$ cat src/design/vwbp_pkg.sv
`default_nettype none

package vwbp_pkg;

   // Request and response packing.
   localparam int REQ_DATA_WIDTH  = 40;
   localparam int REQ_USER_WIDTH  = 2;
   localparam int RSP_DATA_WIDTH  = 24;
   localparam int RSP_USER_WIDTH  = 4;
   localparam int CSR_INDEX_WIDTH = 2;
   localparam int CSR_DATA_WIDTH  = 11;

   // Field and state widths.
   localparam int VALUE_WIDTH   = 32;
   localparam int WIDTH_BITS    = 7;
   localparam int PENDING_WIDTH = 7;
   localparam int FILL_WIDTH    = 3;
   localparam int COUNT_WIDTH   = 11;
   localparam int INDEX_WIDTH   = 10;
   localparam int MERGE_WIDTH   = PENDING_WIDTH + VALUE_WIDTH;
   localparam int TOTAL_WIDTH   = 6;
   localparam int RESULT_WIDTH  = 3;

   // Capacity limits.
   localparam int CAPACITY_RESET       = 1024;
   localparam int MAX_MESSAGE_DEFAULT  = 1024;
   localparam int CAPACITY_FIELD_MAX   = (1 << COUNT_WIDTH) - 1;

   // Command queue between the front and the back.
   localparam int QUEUE_DEPTH = 4;
   localparam int QUEUE_PTR_WIDTH = $clog2(QUEUE_DEPTH);

   // Action codes.
   localparam logic [1:0] ACTION_WRITE   = 2'd0;
   localparam logic [1:0] ACTION_ALIGN   = 2'd1;
   localparam logic [1:0] ACTION_RESTART = 2'd2;

   // Configuration register indexes.
   localparam logic [CSR_INDEX_WIDTH-1:0] CSR_CAPACITY       = 2'd0;
   localparam logic [CSR_INDEX_WIDTH-1:0] CSR_OVERFLOW_ALLOW = 2'd1;

   typedef enum logic [2:0] {
      STATUS_OK           = 3'd0,
      STATUS_OVF_RESTART  = 3'd1,
      STATUS_OVF_REJECT   = 3'd2,
      STATUS_BAD_WIDTH    = 3'd3,
      STATUS_OUT_OF_RANGE = 3'd4
   } status_type;

   // One command for the back end: either a single status result or a run
   // of byte writes taken from the merged bit string.
   typedef struct packed {
      logic                     has_bytes;
      status_type               status;
      logic                     overflow;
      logic [INDEX_WIDTH-1:0]   start_index;
      logic [MERGE_WIDTH-1:0]   data;
      logic [TOTAL_WIDTH-1:0]   total_bits;
   } entry_type;

   // Queue status seen by the front and the back.
   typedef struct packed {
      logic full;
      logic empty;
   } queue_status_type;

endpackage

`default_nettype wire

$ cat src/design/vwbp_queue.sv
`default_nettype none

module vwbp_queue (
   input  wire                        clock,
   input  wire                        reset,
   input  wire                        push,
   input  vwbp_pkg::entry_type        push_entry,
   input  wire                        pop,
   output vwbp_pkg::entry_type        head_entry,
   output vwbp_pkg::queue_status_type status
);
   import vwbp_pkg::*;

   entry_type                  slots_ff [QUEUE_DEPTH];
   logic [QUEUE_PTR_WIDTH-1:0] wr_ptr_ff, wr_ptr_in;
   logic [QUEUE_PTR_WIDTH-1:0] rd_ptr_ff, rd_ptr_in;
   logic [QUEUE_PTR_WIDTH:0]   count_ff, count_in;

   // Pointer and occupancy update.
   always_comb begin
      wr_ptr_in = wr_ptr_ff;
      rd_ptr_in = rd_ptr_ff;
      count_in  = count_ff;
      if (push) begin
         wr_ptr_in = wr_ptr_ff + 1'b1;
      end
      if (pop) begin
         rd_ptr_in = rd_ptr_ff + 1'b1;
      end
      if (push && !pop) begin
         count_in = count_ff + 1'b1;
      end else if (pop && !push) begin
         count_in = count_ff - 1'b1;
      end
   end

   always_ff @(posedge clock) begin
      if (reset) begin
         wr_ptr_ff <= '0;
         rd_ptr_ff <= '0;
         count_ff  <= '0;
      end else begin
         wr_ptr_ff <= wr_ptr_in;
         rd_ptr_ff <= rd_ptr_in;
         count_ff  <= count_in;
      end
   end

   // Entry storage.
   always_ff @(posedge clock) begin
      if (push) begin
         slots_ff[wr_ptr_ff] <= push_entry;
      end
   end

   assign head_entry   = slots_ff[rd_ptr_ff];
   assign status.full  = (count_ff == (QUEUE_PTR_WIDTH+1)'(QUEUE_DEPTH));
   assign status.empty = (count_ff == '0);

   a_no_push_when_full: assert property (@(posedge clock) disable iff (reset)
      status.full |-> !push)
      else $error("Command queue written while full.");

   a_no_pop_when_empty: assert property (@(posedge clock) disable iff (reset)
      status.empty |-> !pop)
      else $error("Command queue read while empty.");

   a_count_bounded: assert property (@(posedge clock) disable iff (reset)
      count_ff <= (QUEUE_PTR_WIDTH+1)'(QUEUE_DEPTH))
      else $error("Command queue occupancy out of range.");

endmodule

`default_nettype wire

$ cat src/design/vwbp_front.sv
`default_nettype none

module vwbp_front #(
   parameter int MAX_MESSAGE_BYTES = vwbp_pkg::MAX_MESSAGE_DEFAULT
) (
   input  wire                                    clock,
   input  wire                                    reset,
   input  wire                                    accept,
   input  wire  [1:0]                             action,
   input  wire  [vwbp_pkg::VALUE_WIDTH-1:0]       field_value,
   input  wire  [vwbp_pkg::WIDTH_BITS-1:0]        field_width,
   input  wire  [vwbp_pkg::COUNT_WIDTH-1:0]       capacity_bytes,
   input  wire                                    overflow_allowed,
   output vwbp_pkg::entry_type                    entry
);
   import vwbp_pkg::*;

   localparam int CapLimit = (MAX_MESSAGE_BYTES > CAPACITY_FIELD_MAX) ?
                             CAPACITY_FIELD_MAX : MAX_MESSAGE_BYTES;

   logic [PENDING_WIDTH-1:0] pending_ff, pending_in;
   logic [FILL_WIDTH-1:0]    fill_ff, fill_in;
   logic [COUNT_WIDTH-1:0]   count_ff, count_in;
   logic                     overflow_ff, overflow_in;

   logic signed [WIDTH_BITS-1:0] width_s;
   logic [WIDTH_BITS-1:0]        magnitude;
   logic [5:0]                   n_bits;
   logic                         width_bad;
   logic [VALUE_WIDTH-1:0]       value_mask;
   logic [VALUE_WIDTH-1:0]       signed_mask;
   logic [VALUE_WIDTH-1:0]       upper_bits;
   logic                         range_ok;
   logic [COUNT_WIDTH-1:0]       cap_eff;
   logic [15:0]                  cap_bits;
   logic [15:0]                  need_bits;
   logic [MERGE_WIDTH-1:0]       merged;
   logic [TOTAL_WIDTH-1:0]       total;
   logic [MERGE_WIDTH-1:0]       shifted;

   // Width decode and value range check.
   always_comb begin
      width_s     = signed'(field_width);
      magnitude   = width_s[WIDTH_BITS-1] ? (~field_width + 1'b1) : field_width;
      n_bits      = magnitude[5:0];
      width_bad   = (width_s == 7'sd0) || (width_s < -7'sd31) || (width_s > 7'sd32);
      value_mask  = {VALUE_WIDTH{1'b1}} >> (6'd32 - n_bits);
      signed_mask = {VALUE_WIDTH{1'b1}} >> (6'd33 - n_bits);
      if (width_s[WIDTH_BITS-1]) begin
         upper_bits = field_value & ~signed_mask;
         range_ok   = (upper_bits == '0) || (upper_bits == ~signed_mask);
      end else begin
         upper_bits = field_value & ~value_mask;
         range_ok   = (upper_bits == '0);
      end
   end

   // Capacity check and merge of the new bits above the pending ones.
   always_comb begin
      cap_eff   = (capacity_bytes > COUNT_WIDTH'(CapLimit)) ?
                  COUNT_WIDTH'(CapLimit) : capacity_bytes;
      cap_bits  = {2'b00, cap_eff, 3'b000};
      need_bits = {2'b00, count_ff, 3'b000} + 16'(fill_ff) + 16'(n_bits);
      merged    = MERGE_WIDTH'(pending_ff) |
                  (MERGE_WIDTH'(field_value & value_mask) << fill_ff);
      total     = TOTAL_WIDTH'(fill_ff) + n_bits;
      shifted   = merged >> {total[5:3], 3'b000};
   end

   // Next state and command for the back end.
   always_comb begin
      pending_in        = pending_ff;
      fill_in           = fill_ff;
      count_in          = count_ff;
      overflow_in       = overflow_ff;
      entry.has_bytes   = 1'b0;
      entry.status      = STATUS_OK;
      entry.start_index = count_ff[INDEX_WIDTH-1:0];
      entry.data        = merged;
      entry.total_bits  = total;
      case (action)
         ACTION_WRITE: begin
            if (width_bad) begin
               entry.status = STATUS_BAD_WIDTH;
            end else if (!range_ok) begin
               entry.status = STATUS_OUT_OF_RANGE;
            end else if (need_bits > cap_bits) begin
               if (!overflow_allowed || (16'(n_bits) > cap_bits)) begin
                  entry.status = STATUS_OVF_REJECT;
               end else begin
                  entry.status = STATUS_OVF_RESTART;
                  pending_in   = '0;
                  fill_in      = '0;
                  count_in     = '0;
                  overflow_in  = 1'b1;
               end
            end else begin
               entry.has_bytes = 1'b1;
               pending_in      = shifted[PENDING_WIDTH-1:0];
               fill_in         = total[2:0];
               count_in        = count_ff + COUNT_WIDTH'(total[5:3]);
            end
         end
         ACTION_ALIGN: begin
            if (fill_ff != '0) begin
               count_in = count_ff + 1'b1;
            end
            pending_in = '0;
            fill_in    = '0;
         end
         ACTION_RESTART: begin
            pending_in  = '0;
            fill_in     = '0;
            count_in    = '0;
            overflow_in = 1'b0;
         end
         default: begin
         end
      endcase
      entry.overflow = overflow_in;
   end

   always_ff @(posedge clock) begin
      if (reset) begin
         pending_ff  <= '0;
         fill_ff     <= '0;
         count_ff    <= '0;
         overflow_ff <= 1'b0;
      end else if (accept) begin
         pending_ff  <= pending_in;
         fill_ff     <= fill_in;
         count_ff    <= count_in;
         overflow_ff <= overflow_in;
      end
   end

endmodule

`default_nettype wire

$ cat src/design/vwbp_back.sv
`default_nettype none

module vwbp_back (
   input  wire                                   clock,
   input  wire                                   reset,
   input  vwbp_pkg::entry_type                   head_entry,
   input  vwbp_pkg::queue_status_type            queue_status,
   output logic                                  pop,
   output logic                                  rsp_tvalid,
   input  wire                                   rsp_tready,
   output logic [vwbp_pkg::RSP_DATA_WIDTH-1:0]   rsp_tdata,
   output logic [vwbp_pkg::RSP_USER_WIDTH-1:0]   rsp_tuser,
   output logic                                  rsp_tlast
);
   import vwbp_pkg::*;

   logic [RESULT_WIDTH-1:0] step_ff, step_in;
   logic                    valid_ff, valid_in;
   logic                    byte_valid_ff, byte_valid_in;
   logic [INDEX_WIDTH-1:0]  index_ff, index_in;
   logic [7:0]              data_ff, data_in;
   logic                    partial_ff, partial_in;
   status_type              status_ff, status_in;
   logic                    overflow_ff, overflow_in;
   logic                    last_ff, last_in;

   logic                    advance;
   logic [RESULT_WIDTH-1:0] full_bytes;
   logic                    has_tail;
   logic [RESULT_WIDTH-1:0] last_step;
   logic [MERGE_WIDTH-1:0]  byte_window;

   // Walk the head command one result per cycle while the response is not stalled.
   always_comb begin
      advance       = !valid_ff || rsp_tready;
      full_bytes    = head_entry.total_bits[5:3];
      has_tail      = |head_entry.total_bits[2:0];
      last_step     = full_bytes + RESULT_WIDTH'(has_tail) - 1'b1;
      byte_window   = head_entry.data >> {step_ff, 3'b000};
      step_in       = step_ff;
      pop           = 1'b0;
      valid_in      = valid_ff;
      byte_valid_in = byte_valid_ff;
      index_in      = index_ff;
      data_in       = data_ff;
      partial_in    = partial_ff;
      status_in     = status_ff;
      overflow_in   = overflow_ff;
      last_in       = last_ff;
      if (advance) begin
         valid_in = !queue_status.empty;
         if (!queue_status.empty) begin
            status_in   = head_entry.status;
            overflow_in = head_entry.overflow;
            if (head_entry.has_bytes) begin
               byte_valid_in = 1'b1;
               index_in      = head_entry.start_index + INDEX_WIDTH'(step_ff);
               data_in       = byte_window[7:0];
               partial_in    = (step_ff == full_bytes);
               last_in       = (step_ff == last_step);
            end else begin
               byte_valid_in = 1'b0;
               index_in      = '0;
               data_in       = '0;
               partial_in    = 1'b0;
               last_in       = 1'b1;
            end
            if (last_in) begin
               pop     = 1'b1;
               step_in = '0;
            end else begin
               step_in = step_ff + 1'b1;
            end
         end
      end
   end

   always_ff @(posedge clock) begin
      if (reset) begin
         valid_ff <= 1'b0;
         step_ff  <= '0;
      end else begin
         valid_ff <= valid_in;
         step_ff  <= step_in;
      end
   end

   always_ff @(posedge clock) begin
      byte_valid_ff <= byte_valid_in;
      index_ff      <= index_in;
      data_ff       <= data_in;
      partial_ff    <= partial_in;
      status_ff     <= status_in;
      overflow_ff   <= overflow_in;
      last_ff       <= last_in;
   end

   assign rsp_tvalid = valid_ff;
   assign rsp_tdata  = {4'b0000, overflow_ff, partial_ff, data_ff, index_ff};
   assign rsp_tuser  = {status_ff, byte_valid_ff};
   assign rsp_tlast  = last_ff;

   a_idle_result_clear: assert property (@(posedge clock) disable iff (reset)
      (valid_ff && !byte_valid_ff) |-> (index_ff == '0 && data_ff == '0 && !partial_ff))
      else $error("Status-only result carries byte fields.");

   a_partial_is_last: assert property (@(posedge clock) disable iff (reset)
      (valid_ff && partial_ff) |-> last_ff)
      else $error("Partial byte is not the final result of its transaction.");

   a_error_single: assert property (@(posedge clock) disable iff (reset)
      (valid_ff && status_ff != STATUS_OK) |-> (last_ff && !byte_valid_ff))
      else $error("Error status not given as a single result.");

   a_step_reset_on_pop: assert property (@(posedge clock) disable iff (reset)
      pop |=> (step_ff == '0))
      else $error("Result counter not cleared after a command completed.");

endmodule

`default_nettype wire

$ cat src/design/variable_width_bit_packer.sv
// LSB-first bit stream writer. Each request transaction either writes a field
// of 1 to 32 bits (a negative width marks a signed field), byte-aligns, or
// restarts the message; tuser selects which. A write is checked for width,
// value range and remaining capacity, then its bits are merged above the
// pending bits and the block answers with one byte write per completed byte
// plus a rewrite of the trailing partial byte, tlast on the final one. Any
// rejected or non-write request answers with one status-only response. The
// front end decodes a request combinationally and queues a command; the back end
// drains commands through the single response register at one response per
// cycle while the response is not stalled, so a request yields 1 to 5 responses,
// and the four-entry queue lets requests be taken while responses back up.
// Configuration writes are taken on any cycle but must only be issued while
// the block is idle.
`default_nettype none

module variable_width_bit_packer #(
   parameter int MAX_MESSAGE_BYTES = vwbp_pkg::MAX_MESSAGE_DEFAULT
) (
   input  wire                                    clock,
   input  wire                                    reset,
   // Request stream.
   input  wire                                    req_tvalid,
   output logic                                   req_tready,
   // tdata: field_value[31:0], field_width[38:32], zero [39].
   input  wire  [vwbp_pkg::REQ_DATA_WIDTH-1:0]    req_tdata,
   // tuser: action[1:0].
   input  wire  [vwbp_pkg::REQ_USER_WIDTH-1:0]    req_tuser,
   // Response stream.
   output logic                                   rsp_tvalid,
   input  wire                                    rsp_tready,
   // tdata: byte_index[9:0], byte_data[17:10], partial_byte[18],
   // overflow_seen[19], zero [23:20].
   output logic [vwbp_pkg::RSP_DATA_WIDTH-1:0]    rsp_tdata,
   // tuser: byte_valid[0], status[3:1].
   output logic [vwbp_pkg::RSP_USER_WIDTH-1:0]    rsp_tuser,
   output logic                                   rsp_tlast,
   // Configuration write channel.
   input  wire                                    csr_valid,
   output logic                                   csr_ready,
   input  wire  [vwbp_pkg::CSR_INDEX_WIDTH-1:0]   csr_index,
   input  wire  [vwbp_pkg::CSR_DATA_WIDTH-1:0]    csr_data
);
   import vwbp_pkg::*;

   logic [COUNT_WIDTH-1:0] capacity_ff, capacity_in;
   logic                   allow_ff, allow_in;
   logic                   req_accept;
   logic                   pop;
   entry_type              push_entry;
   entry_type              head_entry;
   queue_status_type       queue_status;

   // Configuration registers.
   assign csr_ready = 1'b1;

   always_comb begin
      capacity_in = capacity_ff;
      allow_in    = allow_ff;
      if (csr_valid) begin
         case (csr_index)
            CSR_CAPACITY:       capacity_in = csr_data;
            CSR_OVERFLOW_ALLOW: allow_in    = csr_data[0];
            default: begin
            end
         endcase
      end
   end

   always_ff @(posedge clock) begin
      if (reset) begin
         capacity_ff <= COUNT_WIDTH'(CAPACITY_RESET);
         allow_ff    <= 1'b0;
      end else begin
         capacity_ff <= capacity_in;
         allow_ff    <= allow_in;
      end
   end

   // Requests are taken whenever the command queue has room.
   assign req_tready = !queue_status.full;
   assign req_accept = req_tvalid && req_tready;

   vwbp_front #(
      .MAX_MESSAGE_BYTES (MAX_MESSAGE_BYTES)
   ) u_front (
      .clock            (clock),
      .reset            (reset),
      .accept           (req_accept),
      .action           (req_tuser),
      .field_value      (req_tdata[VALUE_WIDTH-1:0]),
      .field_width      (req_tdata[VALUE_WIDTH+WIDTH_BITS-1:VALUE_WIDTH]),
      .capacity_bytes   (capacity_ff),
      .overflow_allowed (allow_ff),
      .entry            (push_entry)
   );

   vwbp_queue u_queue (
      .clock      (clock),
      .reset      (reset),
      .push       (req_accept),
      .push_entry (push_entry),
      .pop        (pop),
      .head_entry (head_entry),
      .status     (queue_status)
   );

   vwbp_back u_back (
      .clock        (clock),
      .reset        (reset),
      .head_entry   (head_entry),
      .queue_status (queue_status),
      .pop          (pop),
      .rsp_tvalid   (rsp_tvalid),
      .rsp_tready   (rsp_tready),
      .rsp_tdata    (rsp_tdata),
      .rsp_tuser    (rsp_tuser),
      .rsp_tlast    (rsp_tlast)
   );

endmodule

`default_nettype wire

$ cat config.mk
export PLATFORM = sky130hd
export DESIGN_NAME = variable_width_bit_packer
export DESIGN_NICKNAME = d
export VERILOG_FILES = /design/src/design/vwbp_pkg.sv /design/src/design/vwbp_queue.sv /design/src/design/vwbp_front.sv /design/src/design/vwbp_back.sv /design/src/design/variable_width_bit_packer.sv
export SDC_FILE = /design/constraint.sdc
export NUM_CORES = 1
export LEC_CHECK = 0
export ABC_AREA = 1
export BUFFER_PORTS_ARGS = -buffer_cell sky130_fd_sc_hd__buf_2
export CORE_MARGIN = 3
export CORE_UTILIZATION = 55
export CTS_CLUSTER_SIZE = 16
export DETAILED_ROUTE_END_ITERATION = 8
export HOLD_SLACK_MARGIN = 0.08
export PLACE_DENSITY = 0.7
export SLEW_MARGIN = 20
export SYNTH_ARGS = -nofsm -noshare
export SYNTH_HDL_FRONTEND = slang
export SYNTH_HIERARCHICAL = 1
export SYNTH_SLANG_ARGS = --single-unit
$ cat constraint.sdc
create_clock -name clock -period 5.75 [get_ports clock]
set_input_delay 0.8625 -clock clock [delete_from_list [all_inputs] [get_ports clock]]
set_output_delay 0.8625 -clock clock [all_outputs]
set_load 0.01 [all_outputs]
# Word level (Yosys, flattened, before mapping)

Memory sizes are Yosys's and may differ from the RTL's. A register that Yosys moved wholly into a read port is not among the register bits.
Cells that the tools add are included.

Add/sub/neg operators: 16
Order comparisons: 5
Equal/unequal tests: 11
Shifts and indexed selects: 5
Multiplexer cells: 46
Bitwise logic cells: 8
Reductions and logical operators: 31

Operators by type and width:

| kind                                               | number |
|---|---|
| AND 32 bit                                         | 3 |
| 2-to-1 mux 11 bit                                  | 6 |
| zero test 32 bit                                   | 2 |
| NOT 32 bit                                         | 2 |
| >> shifter 32 x 6 -> 32 bit (first input constant) | 2 |
| bitwise OR 7 x 39 -> 39 bit                        | 1 |
| left shift 39 x 3 -> 39 bit                        | 1 |
| >> shifter 39 x 6 -> 7 bit                         | 1 |
| >> shifter 39 x 6 -> 8 bit                         | 1 |
| case mux 11 bit (3 select lines)                   | 1 |
| equality test 32 bit                               | 1 |
| 2-to-1 mux 7 bit                                   | 4 |
| 2-to-1 mux 3 bit                                   | 9 |
| 2-to-1 mux 1 bit                                   | 17 |
| adder 16 x 6 -> 16 bit                             | 1 |
| > comparator 16 x 14 -> 1 bit                      | 1 |
| adder 14 x 3 -> 15 bit                             | 1 |
| > comparator 6 x 14 -> 1 bit                       | 1 |
| case mux 7 bit (2 select lines)                    | 1 |
| subtractor 6 bit (first input constant)            | 2 |
| adder 11 x 1 -> 11 bit (second input constant)     | 1 |
| adder 11 x 3 -> 11 bit                             | 1 |
| > comparator 11 bit (second input constant)        | 1 |
| adder 10 x 3 -> 10 bit                             | 1 |
| 35 further kinds                                   | 60 |

Bits in registers: 70
RAM bits: 240
Input port bits: 60
Output and inout bits: 32
Logic and storage cells: 141
Memories: 1

Memories:

| memory           | words | width | rd ports | clocked after memory_dff | write ports | RTL line         | RTL |
|---|---|---|---|---|---|---|---|
| u_queue.slots_ff | 4     | 60    | 1        | 1                        | 1           | vwbp_queue.sv:14 | `entry_type slots_ff [QUEUE_DEPTH];` |

# Depth between registers and ports, before layout

Word-level depth: 13
Mapped depth: 33
Mapped depth without buffers: 33

# Modules after synthesis

Netlist, hierarchy kept.

Modules (own cells, without submodules):

| module                    | times used | cells an instance | area an instance (um2) | sequential area each (um2) |
|---|---|---|---|---|
| vwbp_queue                | 1          | 638               | 9509.1                 | 7387.1 |
| vwbp_front                | 1          | 1155              | 6128.4                 | 440.4 |
| vwbp_back                 | 1          | 219               | 1788.0                 | 830.8 |
| variable_width_bit_packer | 1          | 85                | 594.3                  | 240.2 |

# Worst setup path after synthesis

Ideal clock, no wire load.

Path type: input -> register
Start: in req_tdata[32] (netlist name)
End: reg u_front.pending_ff[1]
Library setup time: 0.071 ns
Data arrival time: 5.050 ns
Required time: 5.679 ns
Path slack: 0.630 ns
Cell stages on the path: 28
Path buffers: 1
Cell sequence: inv_2 ha_1 nand2_1 o21a_1 inv_1 ha_1 nand3_1 and2_1 inv_1 a21oi_1 o21bai_1 a21oi_1 nor2_1 nand3_1 nor2_1 nand2_1 xnor2_1 ha_1 nand2_1 or4_1 o21ai_0 nand2_1 nor2_1 inv_1 clkbuf_1 a21oi_1 nand4_1 a21oi_1

Word-level cells in the longest chain between the ends: 13
Elaborated cells between the ends (all ways): 38
Those cells by class: add/sub: 5; order compare: 4; eq/ne: 4; shift: 4; mux: 6; bitwise: 7; reduce/logical: 8

Ends and longest elaborated chain:

| what                            | RTL line                        | RTL |
|---|---|---|
| from (decl)                     | variable_width_bit_packer.sv:25 | `input wire [vwbp_pkg::REQ_DATA_WIDTH-1:0] req_tdata,` |
| NOT 6 bit                       | vwbp_front.sv:44                | `magnitude = width_s[WIDTH_BITS-1] ? (~field_width + 1'b1) : field_width;` |
| adder 6 x 1 -> 6 bit            | vwbp_front.sv:44                |  |
| 2-to-1 mux 6 bit                | vwbp_front.sv:44                |  |
| subtractor 6 bit                | vwbp_front.sv:47                | `value_mask = {VALUE_WIDTH{1'b1}} >> (6'd32 - n_bits);` |
| >> shifter 32 x 6 -> 32 bit     | vwbp_front.sv:47                |  |
| AND 32 bit                      | vwbp_front.sv:65                | `(MERGE_WIDTH'(field_value & value_mask) << fill_ff);` |
| left shift 39 x 3 -> 39 bit     | vwbp_front.sv:65                |  |
| bitwise OR 7 x 39 -> 39 bit     | vwbp_front.sv:64                | `merged = MERGE_WIDTH'(pending_ff) \|` |
| >> shifter 39 x 6 -> 7 bit      | vwbp_front.sv:67                | `shifted = merged >> {total[5:3], 3'b000};` |
| 2-to-1 mux 7 bit                | vwbp_front.sv:87                | `end else if (need_bits > cap_bits) begin` |
| 2-to-1 mux 7 bit                | vwbp_front.sv:85                | `end else if (!range_ok) begin` |
| 2-to-1 mux 7 bit                | vwbp_front.sv:83                | `if (width_bad) begin` |
| case mux 7 bit (2 select lines) | vwbp_front.sv:81                | `case (action)` |
| to (signal assigned)            | vwbp_front.sv:130               | `pending_ff <= pending_in;` |
| to (decl)                       | vwbp_front.sv:21                | `logic [PENDING_WIDTH-1:0] pending_ff, pending_in;` |

Several ways; a longest one is shown, not always the timed one. The select of a mux whose other input is x is not followed.
A chain may end at the register's enable or synchronous reset.

# Final worst setup path

Start: in req_tdata[32] (netlist name)
End: reg u_front.fill_ff[0]

Word-level cells in the longest chain between the ends: 12
Elaborated cells between the ends (all ways): 34
Those cells by class: add/sub: 5; order compare: 4; eq/ne: 4; shift: 2; mux: 6; bitwise: 5; reduce/logical: 8

Ends and longest elaborated chain:

| what                                                     | RTL line                           | RTL |
|---|---|---|
| NOT 6 bit                                                | vwbp_front.sv:44                   |  |
| adder 6 x 1 -> 6 bit                                     | vwbp_front.sv:44                   |  |
| 2-to-1 mux 6 bit                                         | vwbp_front.sv:44                   |  |
| subtractor 6 bit                                         | vwbp_front.sv:48                   | `signed_mask = {VALUE_WIDTH{1'b1}} >> (6'd33 - n_bits);` |
| >> shifter 32 x 6 -> 32 bit                              | vwbp_front.sv:48                   |  |
| NOT 32 bit                                               | vwbp_front.sv:50, vwbp_front.sv:51 |  |
| AND 32 bit                                               | vwbp_front.sv:50                   | `upper_bits = field_value & ~signed_mask;` |
| equality test 32 bit or zero test 32 bit (tied branches) | vwbp_front.sv:51                   | `range_ok = (upper_bits == '0) \|\| (upper_bits == ~signed_mask);` |
| logical OR 1 bit                                         | vwbp_front.sv:51                   |  |
| 2-to-1 mux 1 bit                                         | vwbp_front.sv:49                   | `if (width_s[WIDTH_BITS-1]) begin` |
| != test 2 x 1 -> 1 bit (no source line)                  | n/a                                |  |
| AND reduction 5 bit (no source line)                     | n/a                                |  |
| to (signal assigned)                                     | vwbp_front.sv:131                  | `fill_ff <= fill_in;` |
| to (decl)                                                | vwbp_front.sv:22                   | `logic [FILL_WIDTH-1:0] fill_ff, fill_in;` |

Several ways; a longest one is shown, not always the timed one. The select of a mux whose other input is x is not followed.

==> flow_summary.json <==
{
  "seq_power_share": 0.391,
  "syn_inst": 2097,
  "final_hold_viol_count": 0,
  "maxCapViolations": 0,
  "synth-async-reset-ratio": 0,
  "num_rows": 65,
  "maxSlewHeadroom": 0.3445,
  "syn2layout_area_growth_pct": 8.555,
  "path_class": "in2reg",
  "routed_via_density": 5.746,
  "fp.coreArea_sq_um": 31960,
  "period_share": 0.9195,
  "synth_area_sq_um": 18020,
  "crit_path_start_kind": "primary input",
  "synth-seq-cells": 312,
  "place_congestion": 0.9820,
  "max_stage_delay_ns": 0.49,
  "post_cts_buffers": 0,
  "finalClockSkew_ns": 0.01047,
  "die_w_um": 187.0,
  "cts_buffers": 35,
  "synth-seq-area-share": 0.4938,
  "cts_resized": 0,
  "min_period_ns": 5.287,
  "die_h_um": 187.0,
  "cpMostUsedCell": "nand2_1",
  "drive_above_1_share": 0.1150,
  "ys.flop_type": "edfxtp_1",
  "clkTransAtPathRegs_ns": 0.06,
  "wl_um": 46150,
  "cts_hold_buf": 0,
  "overflow": 0,
  "ant_nets": 0,
  "drcViolationCount": 0,
  "pwr-share-clk": 0.272,
  "combPwrFrac": 0.338,
  "antenna_found_initial": 0,
  "maxSlewViolCount": 0,
  "p_leak_nw": 7.999,
  "synth-edff-count": 265,
  "final_cells": 2591,
  "path_max_fanout": 12,
  "outcome": "complete, no violations",
  "cp.arrival_ns": 5.68,
  "cp.required_ns": 6.14,
  "yosysWarnings": 6,
  "clk-insertion-delay-late_ns": 0.52,
  "max_slew.worst_pin.slew_ns": 0.9821,
  "critPathCaptureType": "flop",
  "fin_nets": 2244,
  "yosysUniqueCellTypes": 50,
  "synth_area_per_cell_sq_um": 8.593,
  "powerDensity_nw_per_um2": 396.4,
  "max_freq_ghz": 0.1891,
  "die-area_sq_um": 34970,
  "grt_pass1_vias": 13990,
  "grt_max_degree": 69,
  "rsz0062_at_grt": "no",
  "avgRoutedWirePerCell_um": 17.81,
  "antenna_cells": 0,
  "setup_viol": 0,
  "htree_levels": 2,
  "nFillCells": 2829,
  "p_switching_mw": 2.801,
  "crit_family": "simple AND/OR/NAND/NOR gates",
  "drtPass1Iterations": 6,
  "start_util": 0.5638,
  "dp.cells": 2528,
  "switching_share": 0.3613,
  "drtIter0Drc": 1300,
  "dp_hpwl_um": 32220,
  "cts.sinks": 312,
  "io_buffers": 85,
  "cts.path.max_buffers": 3,
  "p_int_mw": 4.952,
  "p_total_mw": 7.754,
  "vdd_drop_max_mv": 0.2095,
  "root_buffer": "clkbuf_16",
  "boundaryPins": 92,
  "tritoncts": "yes",
  "grt_util_all_layers": 0.2565,
  "path_buf_inv": 5,
  "hp-class": "reg2reg",
  "worst_hold_slack_ns": 0.4584,
  "slowest_stage": "or4_1",
  "vias": 14890,
  "grt_pass1_wl_um": 72560
}
## sequential cells by signal (all words and copies together) (netlist names), 2 cells and up, named ones only
| signal | cells |
|---|---|
| u_queue/slots_ff | 240 |
| u_queue/rd_ptr_ff | 2 |
| u_front/fill_ff | 3 |
| capacity_ff | 11 |
| u_back/status_ff | 3 |
| u_queue/count_ff | 3 |
| u_front/pending_ff | 7 |
| u_back/step_ff | 3 |
| u_front/count_ff | 11 |
| u_queue/wr_ptr_ff | 2 |
| u_back/index_ff | 10 |
| u_back/data_ff | 8 |
## power groups by stage
stage / clock network (mW) / registers [mW] / logic [mW]
6_report: 2.11 / 3.03 / 2.62
5_1_grt: 2.24 / 3.06 / 2.92
4_1_cts: 2.15 / 3.03 / 2.60
3_5_place_dp: 0 / 3.07 / 2.59
3_3_place_gp: 0 / 3.07 / 2.53
2_1_floorplan: 0 / 3.11 / 1.90
## area by class of cell
class                           count  area, sq um  area share
Sequential cell                   312         8902      0.4551
Multi-Input combinational cell   1479         7650      0.3911
Clock buffer                       43        915.9     0.04682
Inverter                          186        701.9     0.03588
Timing Repair Buffer              116        658.1     0.03364
Tap cell                          435        544.3     0.02782
Clock inverter                     20        188.9    0.009658
## cells in the mapped netlist (all sizes together) (2+ instances only)
library cell    n  share of area
a21oi          73          0.021
nor2          260          0.058
or4             2        0.00083
a41oi           2        0.00097
dfxtp          47          0.052
nand4          57          0.020
a211oi          2        0.00083
nor3            9         0.0025
o21a            4         0.0017
nand2         404          0.087
ha             50          0.035
clkbuf         44          0.010
inv           182          0.038
o22ai          70          0.031
edfxtp        265           0.44
clkinv          4        0.00083
and2           16         0.0056
o21ai         198          0.055
a31oi           4         0.0014
nand3b          8         0.0033
or2             2        0.00069
nor4            2        0.00069
nand3         273          0.077
conb            2        0.00042
xor2           24          0.012
o21bai          4         0.0023
buf            79          0.033
fa              4         0.0044
## per-stage QoR
step	instance area, sq um	setup slack, ns	TNS (ns)	util
floorplan	18030	0.6299	0	-
global placement	18460	0.1373	0	0.5774
detailed placement	18460	-0.004132	-0.004132	0.5774
CTS	19560	0.5155	0	0.6120
global route	19560	0.02320	0	0.6120
finish	19560	0.4629	0	0.6120
## layer usage
metal  part of all wire  vias up  GRT usage
met2               0.47      541     0.4198
met5                  0        -          0
met4              0.035        0     0.1009
met1               0.44     6971     0.3534
met3              0.063      101    0.02849
li1                   -     7276          -
## layout by cell type (no fill, tap or decap), types with 3 or more instances in the layout
| cell | instances |
|---|---|
| o21a_1 | 4 |
| buf_2 | 85 |
| clkinv_2 | 7 |
| nand2_1 | 389 |
| clkbuf_1 | 7 |
| o21ai_1 | 53 |
| and2_1 | 16 |
| o22ai_2 | 20 |
| inv_2 | 10 |
| a31oi_1 | 4 |
| nor2_1 | 235 |
| o21bai_1 | 3 |
| nor3_1 | 9 |
| buf_4 | 31 |
| xor2_1 | 24 |
| clkinv_1 | 11 |
| nand4_1 | 57 |
| inv_1 | 170 |
| edfxtp_1 | 265 |
| nand3_1 | 270 |
| a21oi_1 | 70 |
| fa_1 | 4 |
| nand3_2 | 3 |
| o21ai_0 | 145 |
| nand2_2 | 13 |
| nand3b_1 | 8 |
| dfxtp_1 | 46 |
| conb_1 | 5 |
| nor2_2 | 23 |
| clkbuf_16 | 35 |
| o22ai_1 | 50 |
| ha_1 | 50 |
## cells by family (layout without fill, tap and decap cells)
kind of cell,count (synthesis),after routing,synth area share
AOI/OAI and AO/OA,362,362,0.1171
xor gates and xnor gates,25,25,0.01215
DFF,312,312,0.4938
buffers and inverters,309,365,0.08228
and+or+nand+nor,1033,1033,0.2550
adders and majority gates,54,54,0.03916
other,2,5,0.0004168
## worst paths after layout
check | from | cells after the start | slack, ns | end
worst min-delay path | u_queue/rd_ptr_ff[1]$_SDFFE_PP0P_ | 1 | 0.46 | u_queue/rd_ptr_ff[1]$_SDFFE_PP0P_
worst max-delay path | req_tdata[32] | 29 | 0.46 | u_front/fill_ff[0]$_SDFFE_PP0P_
worst min register to register | u_queue/rd_ptr_ff[1]$_SDFFE_PP0P_ | 1 | 0.46 | u_queue/rd_ptr_ff[1]$_SDFFE_PP0P_
worst max register to register | u_front/fill_ff[1]$_SDFFE_PP0P_ | 24 | 1.17 | u_front/fill_ff[0]$_SDFFE_PP0P_
Note: power is estimated with default switching activity, not from simulation.
